<file path="config.mk">
export PLATFORM = sky130hd
export DESIGN_NAME = cic_queue
export DESIGN_NICKNAME = d
export VERILOG_FILES = /design/src/rtl/assert_macros.svh /design/src/rtl/cic_pkg.sv /design/src/rtl/cic_queue.sv
export SDC_FILE = /design/constraint.sdc
export NUM_CORES = 1
export LEC_CHECK = 0
export BUFFER_PORTS_ARGS = -buffer_cell sky130_fd_sc_hd__buf_2
export CORE_UTILIZATION = 57
export CTS_CLUSTER_DIAMETER = 150
export CTS_CLUSTER_SIZE = 30
export DETAILED_ROUTE_END_ITERATION = 8
export PLACE_DENSITY = 0.8
export SETUP_SLACK_MARGIN = 0.05
export SLEW_MARGIN = 20
export SYNTH_ARGS = -nofsm -noshare
export SYNTH_HDL_FRONTEND = slang
export SYNTH_SLANG_ARGS = --single-unit
</file>
<file path="constraint.sdc">
create_clock -name clk_i -period 5.8 [get_ports clk_i]
set_input_delay 0 -clock clk_i [delete_from_list [all_inputs] [get_ports clk_i]]
set_output_delay 0 -clock clk_i [all_outputs]
set_load 0.005 [all_outputs]
</file>
<file path="src/rtl/assert_macros.svh">
// Assertion macros for the complex impedance combiner.
// Expects clk_i and rst_ni in the scope of each use.
`ifndef ASSERT_MACROS_SVH
`define ASSERT_MACROS_SVH

// Implication checked at every clock edge outside reset.
`define CIC_ASSERT_IMP(lbl, ante, cons, msg) \
  lbl: assert property (@(posedge clk_i) disable iff (!rst_ni) (ante) |-> (cons)) \
    else $error(msg);

// Condition that must never hold outside reset.
`define CIC_ASSERT_NEVER(lbl, cond, msg) \
  lbl: assert property (@(posedge clk_i) disable iff (!rst_ni) !(cond)) \
    else $error(msg);

`endif

</file>
<file path="src/rtl/cic_pkg.sv">
// Shared types and fixed widths of the complex impedance combiner.
// No dependencies.
`default_nettype none

package cic_pkg;

  localparam int W      = 32;
  localparam int QDEPTH = 4;
  localparam int QA_W   = 2;

  localparam logic [1:0] ACT_SUM = 2'd0;
  localparam logic [1:0] ACT_PDS = 2'd1;
  localparam logic [1:0] ACT_RCP = 2'd2;

  typedef enum logic [3:0] {
    KIND_SUM = 4'b0001,
    KIND_PDS = 4'b0010,
    KIND_RCP = 4'b0100,
    KIND_NIL = 4'b1000
  } kind_e;

  typedef struct packed {
    kind_e                kind;
    logic signed [W-1:0]  ar;
    logic signed [W-1:0]  ai;
    logic signed [W-1:0]  br;
    logic signed [W-1:0]  bi;
  } item_t;

  typedef struct packed {
    logic [W-1:0] re;
    logic [W-1:0] im;
    logic         inf;
    logic         sat;
  } result_t;

endpackage

`default_nettype wire

</file>
<file path="src/rtl/cic_queue.sv">
// Short queue between front and back stages.
// Depends on cic_pkg.
`default_nettype none

module cic_queue (
  input  wire logic   clk_i,
  input  wire logic   rst_ni,
  input  wire logic   push_i,
  input  cic_pkg::item_t item_i,
  output logic        full_o,
  input  wire logic   pop_i,
  output cic_pkg::item_t item_o,
  output logic        empty_o
);

  cic_pkg::item_t               mem_q [cic_pkg::QDEPTH];
  logic [cic_pkg::QA_W-1:0]     wp_q, rp_q;
  logic [cic_pkg::QA_W:0]       cnt_q;
  logic                         do_push, do_pop;

  assign full_o  = (cnt_q == (cic_pkg::QA_W+1)'(cic_pkg::QDEPTH));
  assign empty_o = (cnt_q == '0);
  assign do_push = push_i && !full_o;
  assign do_pop  = pop_i && !empty_o;
  assign item_o  = mem_q[rp_q];

  always_ff @(posedge clk_i or negedge rst_ni) begin
    if (!rst_ni) begin
      wp_q  <= '0;
      rp_q  <= '0;
      cnt_q <= '0;
    end else begin
      if (do_push) begin
        wp_q <= wp_q + 1'b1;
      end
      if (do_pop) begin
        rp_q <= rp_q + 1'b1;
      end
      if (do_push && !do_pop) begin
        cnt_q <= cnt_q + 1'b1;
      end else if (do_pop && !do_push) begin
        cnt_q <= cnt_q - 1'b1;
      end
    end
  end

  always_ff @(posedge clk_i) begin
    if (do_push) begin
      mem_q[wp_q] <= item_i;
    end
  end

endmodule

`default_nettype wire

</file>
==> run_results.csv <==
group,metric,value,unit
status,status,"complete, no violations",
worst_setup_path,cp-start-kind,"flip-flop",
hold_path,holdPathEnd,"mem_q[0][26]",
clock_network,cts_tree,"done",
route,routedWlPerCell,23.20,um
worst_setup_path,r2r_cells,4,
power_and_ir_drop,finalPower,10230,uW
route,drt-initial-drc-count,643,
clock_network,cts_resized,0,
sta,finalSetupViolCount,0,
die,die_area,34840,um^2
worst_setup_path,r2r-start,"cnt_q[2]",
sta,setup_slack,2.808,ns
global_route,antenna_found_initial,1,
die,fp.coreArea,33530,um^2
placement,dp_hpwl,21.21,mm
die,start_util,0.5796,
finish,final_cell_mix,"edfxtp_1, buf_2, dlygate4sd3_1",
synthesis,ys_seq_elements,535,
finish,mostFrequentLayoutCell,"edfxtp_1",
die,io_pins,270,
die,die_x,186.7,um
die,die_h,186.7,um
sta,fmax,334.3,MHz
worst_setup_path,path_max_fanout,68,
worst_setup_path,ff2ff_setup_slack,3.19,ns
power_and_ir_drop,intPower,7338,uW
power_and_ir_drop,power_density,440.8,nW/um^2
power_and_ir_drop,p_sw,2892,uW
clock_network,clkSinkCount,535,
power_and_ir_drop,p_comb_frac,0.301,
clock_network,cts_buffers,21,
worst_setup_path,cpPeakStageDelay,1.05,ns
synthesis,seq_area_frac_synth,0.8248,
worst_setup_path,path_cells,"buf_12, mux4_2, buf_2",
worst_setup_path,worst_setup_path_end_kind,"primary output",
hold_path,hp-class,"in2reg",
finish,nets,1273,
placement,port_buffers,269,
clock_network,clk_pin_slew,0.11,ns
clock_network,insertion_delay,0.55,ns
placement,place_ws,3.206,ns
clock_network,hold_buffers,136,
route,first_pass_iters,4,
clock_network,clockRootBuffer,"clkbuf_16",
job,drv_cap,0,
power_and_ir_drop,power_frac_clock,0.167,
worst_setup_path,critPathSlowestCell,"dfrtp_4",
finish,layoutNonFillerInstCount,1587,
clock_network,htree_levels,1,
hold_path,hold_depth,2,
power_and_ir_drop,p_leak,0.007833,uW
synthesis,synth_area,19430,um^2
synthesis,synth_cell_types,20,
global_route,track_usage,0.2143,
route,drc,0,
global_route,grt_pass1_wl,56.62,mm
sta,fin_skew,0.01296,ns
route,vias_per_cell,5.686,
worst_setup_path,cp.arrival,2.99,ns
clock_network,cts_setup_buffers,0,
route,wl,36.81,mm
power_and_ir_drop,seqPwrFrac,0.531,
worst_setup_path,required,5.80,ns
sta,finalHoldViolCount,0,
finish,drive_gt1_frac,0.3861,
synthesis,syn_area_per_cell,26.77,um^2
sta,min_period,2.992,ns
global_route,grt_max_degree,103,
worst_setup_path,r2r-end,"mem_q[3][92]",
route,antenna_left,0,
placement,place_inst,1420,
clock_network,cts_buffer_depth,3,
sta,relSlewSlack,0.3653,
sta,report.final.slew_viol_count,0,
sta,tns,0,ns
global_route,gr-total-overflow,0,
die,num_rows,67,
global_route,grt_pass1_vias,9710,
placement,place_congestion,0.6995,
sta,rsz0062_at_grt,"false",
power_and_ir_drop,sw_frac_of_total,0.2827,
synthesis,synth_fp_nets,868,
synthesis,yosysWarningCount,0,
worst_setup_path,timing_worst_setup_path_type,"reg2out",
finish,syn_to_final_growth,19.40,%
route,vias,9024,
power_and_ir_drop,ir_drop,349.8,uV
sta,tightest_slew,0.9521,ns
hold_path,hold_start,"item_i[26]",
synthesis,synthCells,726,
sta,period_share,0.5158,
-- critical path, delay by kind of cell (launching register included) --
kind     cells  cell delay (ns)
mux          1             0.60
buf+inv      2             0.68
flops        1             1.05
-- worst max path at each step --
stage / startpoint / end / slack (ns) / cells after the start
CTS: rp_q[0] / item_o[19] / 2.71 / 3
detailed placement: cnt_q[2] / mem_q[1][83] / 3.21 / 4
floorplan: cnt_q[2] / mem_q[0][0] / 1.46 / 4
finish: rp_q[0] / item_o[25] / 2.81 / 3
global route: rp_q[0] / item_o[36] / 2.58 / 3
global placement: cnt_q[2] / mem_q[1][83] / 3.28 / 4
-- power by group through the flow --
stage	Combinational, uW	Sequential (uW)	Clock (uW)
after floorplan	2010	5390	0
after global placement	3020	5480	0
after detailed placement	3050	5530	0
after CTS	3150	5450	1750
after global routing	3320	5510	1860
final	3080	5430	1710
-- synthesized netlist by cell type --
cell type / instances / area [um^2]
buf_4: 1 / 7.510
ha_1: 5 / 62.56
nor3b_1: 1 / 7.510
nor2_1: 1 / 3.750
nand2_1: 1 / 3.750
clkbuf_1: 5 / 18.77
mux2_2: 2 / 22.52
dfrtp_1: 7 / 175.2
nand3_1: 1 / 5.000
and2_1: 4 / 25.02
mux4_2: 132 / 2973
edfxtp_1: 528 / 15860
xor2_1: 2 / 17.52
buf_2: 17 / 85.08
or3_1: 1 / 6.260
fa_1: 1 / 20.02
nor2b_1: 1 / 6.260
buf_6: 8 / 90.09
inv_1: 4 / 15.01
xnor2_1: 4 / 35.03
-- layer usage --
metal,up-vias,share of wire,global-route usage
li1,3915,-,-
met1,4682,0.39,0.2863
met2,385,0.51,0.3621
met3,42,0.087,0.05473
met4,0,0.020,0.04414
met5,-,0,0
-- sequential cells by signal, indices dropped and copies added, names as in the netlist --
name	cells
mem_q	528
rp_q	2
wp_q	2
cnt_q	3
-- cell type report --
class,count,area (um^2)
clock inverters,1,7.507
well taps,448,560.5
clock buffers,28,551.8
fillers,2008,10330
multi-input cells,156,3198
repair buffers,413,2830
inverters,4,15.01
flip-flops and latches,535,16040
diodes,2,5.005
-- cell families (layout without fill, tap and decap cells) --
group                    Yosys count  after routing  synth area share
AND/OR/NAND/NOR                   10             10          0.002961
buffers and inverters             35            446           0.01114
other                              0              2                 0
multiplexers                     134            134            0.1541
XOR/XNOR                           6              6          0.002704
flip-flops                       535            535            0.8248
adder cells (fa/ha/maj)            6              6          0.004249
-- through the flow --
| step | utilization | hold WS [ns] | cell area, um^2 |
|---|---|---|---|
| 3_3_place_gp | 0.6346 | -0.1509 | 21280 |
| 2_1_floorplan | - | -0.2956 | 19430 |
| 6_report | 0.6921 | 0.1992 | 23210 |
| 5_1_grt | 0.6920 | 0.1961 | 23200 |
| 3_5_place_dp | 0.6346 | -0.1430 | 21280 |
| 4_1_cts | 0.6919 | 0.1750 | 23200 |
Note: power is estimated with default switching activity, not from simulation.
