===== config.mk =====
export PLATFORM = sky130hd
export DESIGN_NAME = cic_front
export DESIGN_NICKNAME = d
export VERILOG_FILES = /design/src/rtl/assert_macros.svh /design/src/rtl/cic_pkg.sv /design/src/rtl/cic_front.sv
export SDC_FILE = /design/constraint.sdc
export NUM_CORES = 1
export LEC_CHECK = 0
export BUFFER_PORTS_ARGS = -buffer_cell sky130_fd_sc_hd__buf_2
export CAP_MARGIN = 20
export CELL_PAD_IN_SITES_DETAIL_PLACEMENT = 1
export CELL_PAD_IN_SITES_GLOBAL_PLACEMENT = 1
export CORE_UTILIZATION = 34
export CTS_BUF_LIST = sky130_fd_sc_hd__clkbuf_8
export DETAILED_ROUTE_END_ITERATION = 8
export PLACE_DENSITY_LB_ADDON = 0.1
export SLEW_MARGIN = 20
export SYNTH_ARGS = -nofsm -noshare
export SYNTH_HDL_FRONTEND = slang
export SYNTH_SLANG_ARGS = --single-unit

===== constraint.sdc =====
create_clock -name clk_i -period 2.3 [get_ports clk_i]
set_input_delay 0.23 -clock clk_i [delete_from_list [all_inputs] [get_ports clk_i]]
set_output_delay 0.23 -clock clk_i [all_outputs]
set_load 0.02 [all_outputs]

===== src/rtl/assert_macros.svh =====
// Assertion macros for the complex impedance combiner.
// Expects clk_i and rst_ni in the scope of each use.
`ifndef ASSERT_MACROS_SVH
`define ASSERT_MACROS_SVH

// Implication checked at every clock edge outside reset.
`define CIC_ASSERT_IMP(lbl, ante, cons, msg) \
  lbl: assert property (@(posedge clk_i) disable iff (!rst_ni) (ante) |-> (cons)) \
    else $error(msg);

// Condition that must never hold outside reset.
`define CIC_ASSERT_NEVER(lbl, cond, msg) \
  lbl: assert property (@(posedge clk_i) disable iff (!rst_ni) !(cond)) \
    else $error(msg);

`endif


===== src/rtl/cic_pkg.sv =====
// Shared types and fixed widths of the complex impedance combiner.
// No dependencies.
`default_nettype none

package cic_pkg;

  localparam int W      = 32;
  localparam int QDEPTH = 4;
  localparam int QA_W   = 2;

  localparam logic [1:0] ACT_SUM = 2'd0;
  localparam logic [1:0] ACT_PDS = 2'd1;
  localparam logic [1:0] ACT_RCP = 2'd2;

  typedef enum logic [3:0] {
    KIND_SUM = 4'b0001,
    KIND_PDS = 4'b0010,
    KIND_RCP = 4'b0100,
    KIND_NIL = 4'b1000
  } kind_e;

  typedef struct packed {
    kind_e                kind;
    logic signed [W-1:0]  ar;
    logic signed [W-1:0]  ai;
    logic signed [W-1:0]  br;
    logic signed [W-1:0]  bi;
  } item_t;

  typedef struct packed {
    logic [W-1:0] re;
    logic [W-1:0] im;
    logic         inf;
    logic         sat;
  } result_t;

endpackage

`default_nettype wire


===== src/rtl/cic_front.sv =====
// Front stage: accepts operands, sign-extends them to the word width and
// decodes the action. Depends on cic_pkg.
`default_nettype none

module cic_front #(
  parameter int DATA_WIDTH = 32
) (
  input  wire logic                       clk_i,
  input  wire logic                       rst_ni,
  input  wire logic                       push_i,
  output logic                            full_o,
  input  wire logic [1:0]                 action_i,
  input  wire logic signed [cic_pkg::W-1:0] a_re_i,
  input  wire logic signed [cic_pkg::W-1:0] a_im_i,
  input  wire logic signed [cic_pkg::W-1:0] b_re_i,
  input  wire logic signed [cic_pkg::W-1:0] b_im_i,
  output cic_pkg::item_t                  item_o,
  output logic                            vld_o,
  input  wire logic                       rdy_i
);

  localparam int OP_W = (DATA_WIDTH < cic_pkg::W) ? DATA_WIDTH : cic_pkg::W;
  localparam int SH   = cic_pkg::W - OP_W;

  logic            vld_q, vld_d;
  cic_pkg::item_t  item_q, item_d;
  logic            take;

  function automatic logic signed [cic_pkg::W-1:0] sext(
    input logic signed [cic_pkg::W-1:0] x);
    logic signed [cic_pkg::W-1:0] t;
    t = x <<< SH;
    return t >>> SH;
  endfunction

  assign full_o = vld_q && !rdy_i;
  assign take   = push_i && !full_o;
  assign vld_o  = vld_q;
  assign item_o = item_q;

  always_comb begin
    item_d.ar = sext(a_re_i);
    item_d.ai = sext(a_im_i);
    item_d.br = sext(b_re_i);
    item_d.bi = sext(b_im_i);
    case (action_i)
      cic_pkg::ACT_SUM: item_d.kind = cic_pkg::KIND_SUM;
      cic_pkg::ACT_PDS: item_d.kind = cic_pkg::KIND_PDS;
      cic_pkg::ACT_RCP: item_d.kind = cic_pkg::KIND_RCP;
      default:          item_d.kind = cic_pkg::KIND_NIL;
    endcase
  end

  always_comb begin
    vld_d = vld_q;
    if (take) begin
      vld_d = 1'b1;
    end else if (rdy_i) begin
      vld_d = 1'b0;
    end
  end

  always_ff @(posedge clk_i or negedge rst_ni) begin
    if (!rst_ni) begin
      vld_q <= 1'b0;
    end else begin
      vld_q <= vld_d;
    end
  end

  always_ff @(posedge clk_i) begin
    if (take) begin
      item_q <= item_d;
    end
  end

endmodule

`default_nettype wire


==> results of run 1 <==
==> stage by stage <==
stage          hold slack [ns]  cell area (um2)  instances
2_1_floorplan         -0.06559             4044        141
3_3_place_gp          0.005495             5599        553
3_5_place_dp          0.006233             5599        553
==> cell families after synthesis <==
kind of cell / synth area share (%)
flops: 98.64
simple gates: 1.269
buf+inv: 0.09273
==> results.md, run 1 <==
- Io pins: 268
- Register area share after synthesis: 98.64%
- HPWL after DPL: 7549 um
- Failed at: clock tree synthesis (4_1_cts)
- Mapped Area: 4044 um2
- Cells after Synth: 141
- Cell Rows: 39
- Worst slack at placement: 0.9318 ns
- TritonCTS buffer count: 17
- Main synth FF type: edfxtp_1
- Postcts setup bufs: 0
- Width of the chip: 111.1 um
- CTS H-tree depth: 4
- CTS Sinks: 133
- Cts repair resizes: 0
- Routability cong.: 0.7122
- Synth cell count leaders: edfxtp_1, nor2b_1
- Die Y-Extent: 111.1 um
- Outcome: stopped before the end
- Post-synth cell types: 9
- Top cells by area, synth: edfxtp_1, dfrtp_1, nand2b_4
- Top-count cell post-synth: edfxtp_1
- Synth warn: 0
- Syn Area/Cell: 28.68 um2
- Root buffer cell: clkbuf_8
- Clock Tree Buf Depth: 2
- Yosys top cell by area: edfxtp_1
- Post-CTS Hold Fix Bufs: 118
- Synth Register Bits: 133
- Number of synthesized flops with an enable pin: 132
- Async set-reset flop share out of synthesis: 0.7519%
- First error: [ERROR RSZ-0060] Max buffer count reached.
- Initial Utilization: 35.12%
- Yosys top cell area share: 98.02%
- Port bufs: 267
- Net count after synthesis: 275
==> run 2: changes to the inputs <==
--- a/config.mk
+++ b/config.mk
@@ -7,12 +7,9 @@
 export LEC_CHECK = 0
 export BUFFER_PORTS_ARGS = -buffer_cell sky130_fd_sc_hd__buf_2
 export CAP_MARGIN = 20
-export CELL_PAD_IN_SITES_DETAIL_PLACEMENT = 1
-export CELL_PAD_IN_SITES_GLOBAL_PLACEMENT = 1
-export CORE_UTILIZATION = 34
-export CTS_BUF_LIST = sky130_fd_sc_hd__clkbuf_8
+export CORE_UTILIZATION = 23
 export DETAILED_ROUTE_END_ITERATION = 8
-export PLACE_DENSITY_LB_ADDON = 0.1
+export PLACE_DENSITY_LB_ADDON = 0.15
 export SLEW_MARGIN = 20
 export SYNTH_ARGS = -nofsm -noshare
 export SYNTH_HDL_FRONTEND = slang
==> run 2 against run 1 <==
  * The run now ends clean
  * Area after synthesis unchanged
  * Synthesized cell count did not move
==> results.md, run 2 <==
- Worst reg2reg path depth: 3
- Vias in the first global route: 3246
- CTS H-tree depth: 4
- Actual slew at the worst max-slew pin: 0.4024 ns
- Top cells by area, synth: edfxtp_1, dfrtp_1, nand2b_4
- Crit path max fanout: 72
- Async set-reset flop share out of synthesis: 0.7519%
- Crit path DAT: 1.46 ns
- RSZ-0062 raised after global routing: false
- Int Power: 4.823 mW
- Synth cell count leaders: edfxtp_1, nor2b_1
- Initial Utilization: 23.46%
- Cells after Synth: 141
- Area Overhead vs Synth: 87.07%
- Synth warn: 0
- Die area: 18120 um2
- Slew Limit Fails: 0
- Postcts setup bufs: 0
- Post-synth cell types: 9
- Register area share after synthesis: 98.64%
- Yosys top cell area share: 98.02%
- P_sw: 1.336 mW
- Clock Tree Buf Depth: 2
- Clock power frac: 42.9%
- Clock tree from TritonCTS: built
- Setup crit start kind: flop
- Power Total: 6.160 mW
- Required @ worst endpoint: 2.36 ns
- Hold Path Depth: 2
- Max Cap Violations: 0
- WL final: 10490 um
- Mapped Area: 4044 um2
- Setup TNS: 0 ns
- Post-route antenna net violation count: 0
- Hold Crit Class: input pin to flop
- Final Hold Fails: 0
- CTS Sinks: 133
- Routability cong.: 0.6898
- Layout cells sized above 1: 51.84%
- Number of synthesized flops with an enable pin: 132
- Largest net degree at the start of global routing: 73
- Total grt overflow: 0
- Critical path capture point type: flop
- Synth Register Bits: 133
- Final worst path period share: 60.85%
- FF-to-FF Start: vld_o
- Drt first pass iters: 4
- Fin crit period: 1.399 ns
- Setup Skew: 0.01077 ns
- WS Path Type: flop to flop
- WL/cell: 13.18 um
- Hold Path End: vld_o
- HPWL after DPL: 6875 um
- Number of DRC markers in iteration 0: 73
- Comb pwr share: 10.6%
- Reg-to-reg critical path endpoint: item_o[54]
- P_leak: 3.183 nW
- Root buffer cell: clkbuf_16
- TritonCTS buffer count: 17
- Residual DRC count: 0
- FF/Latch Area: 3989 um2
- Worst-Skew Late Latency: 0.41 ns
- Antenna violations before repair: 0
- Nets: 692
- Io pins: 268
- First-pass GRT wire length: 15710 um
- Total track usage: 11.79%
- # fillers: 1538
- Max reg flops: 132
- Fmax: 0.7146 GHz
- Final setup violation count: 0
- Outcome: finished, final reports clean
- Multi-input gate area: 51.30 um2
- Switching share of power: 21.70%
- Width of the chip: 134.6 um
- Cell Rows: 48
- Syn Area/Cell: 28.68 um2
- Top-count cell post-synth: edfxtp_1
- Max transition margin: 73.17%
- Port bufs: 267
- Commonest non-fill, non-tap cells in the layout: buf_2, edfxtp_1, dlygate4sd3_1, clkbuf_16, clkinv_1
- Worst Min Path Start: push_i
- Net count after synthesis: 275
- Pwr/cell area: 814.3 nW/um2
- Most common cell after layout, fill and taps aside: buf_2
- Via count: 2962
- Worst reg2reg setup slack: 0.90 ns
- Core Region: 17240 um2
- Main synth FF type: edfxtp_1
- Vias per cell: 3.721
- Worst vdd ir: 0.4539 mV
- Yosys top cell by area: edfxtp_1
- Die Y-Extent: 134.6 um
- Clock-pin slew on the worst setup and hold paths: 0.06 ns
- Final antenna diode count: 0
- Flop pwr share: 46.4%
[run 2: cell counts after synthesis]
Identical to the previous run, type by type.
[run 2: worst max-delay path by stage]
stage | from | end | slack, ns | depth (start not counted)
global placement | vld_o | item_o[54] | 0.95 | 3
global route | vld_o | item_o[89] | 0.85 | 3
finish | vld_o | item_o[54] | 0.90 | 3
floorplan | vld_o | item_o[0] | 0.34 | 2
detailed placement | vld_o | item_o[74] | 0.92 | 3
CTS | vld_o | item_o[74] | 0.91 | 3
[run 2: kinds of logic (layout without fill, tap and decap cells)]
kind of cell / Yosys count / count (layout) / synth area share (%)
flops: 133 / 133 / 98.64
simple gates: 7 / 7 / 1.269
buf+inv: 1 / 431 / 0.09273
[run 2: area by class of cell]
type | instances | area share (%)
Clock buffer | 19 | 5.723
Clock inverter | 13 | 1.836
Inverter | 1 | 0.04962
Multi-Input combinational cell | 7 | 0.6781
Sequential cell | 133 | 52.73
Tap cell | 225 | 3.721
Timing Repair Buffer | 398 | 35.26
[run 2: worst max-delay path, cell delays in order, from the launching register on]
cell,delay [ns]
dfrtp_1,0.40
nand2b_4,0.08
and2_4,0.17
buf_12,0.31
[run 2: per-stage QoR]
| step | util, % | setup WS (ns) | hold slack [ns] | std cells | instance area (um2) |
|---|---|---|---|---|---|
| 4_1_cts | 43.89 | 0.9099 | 0.002188 | 796 | 7565 |
| 5_1_grt | 43.89 | 0.8480 | 0.02821 | 796 | 7565 |
| 2_1_floorplan | - | 0.3400 | -0.06559 | 141 | 4044 |
| 3_5_place_dp | 33.08 | 0.9167 | 0.007868 | 635 | 5702 |
| 3_3_place_gp | 33.08 | 0.9538 | 0.005967 | 635 | 5702 |
| 6_report | 43.89 | 0.9005 | 0.02245 | 796 | 7565 |
[run 2: power groups by stage]
stage / Clock (mW) / Sequential, mW / Combinational [mW]
2_1_floorplan: 0 / 3.09 / 0.0510
3_3_place_gp: 0 / 2.91 / 0.485
3_5_place_dp: 0 / 2.91 / 0.488
4_1_cts: 2.74 / 2.86 / 0.659
5_1_grt: 2.84 / 2.87 / 0.700
6_report: 2.65 / 2.86 / 0.655
[run 2: repair_timing]
item                      4_1_cts  5_1_grt
resized for setup               0        0
hold endpoints to repair      129        0
hold buffers                  129        0
[run 2: routing by layer]
layer	wire (um)	up-vias	GRT usage, %
li1	-	1405	-
met1	3986	1343	12.01
met2	4960	195	19.43
met3	1309	19	6.231
met4	234	0	6.554
met5	0	-	0
(Power assumes the default switching activity.)
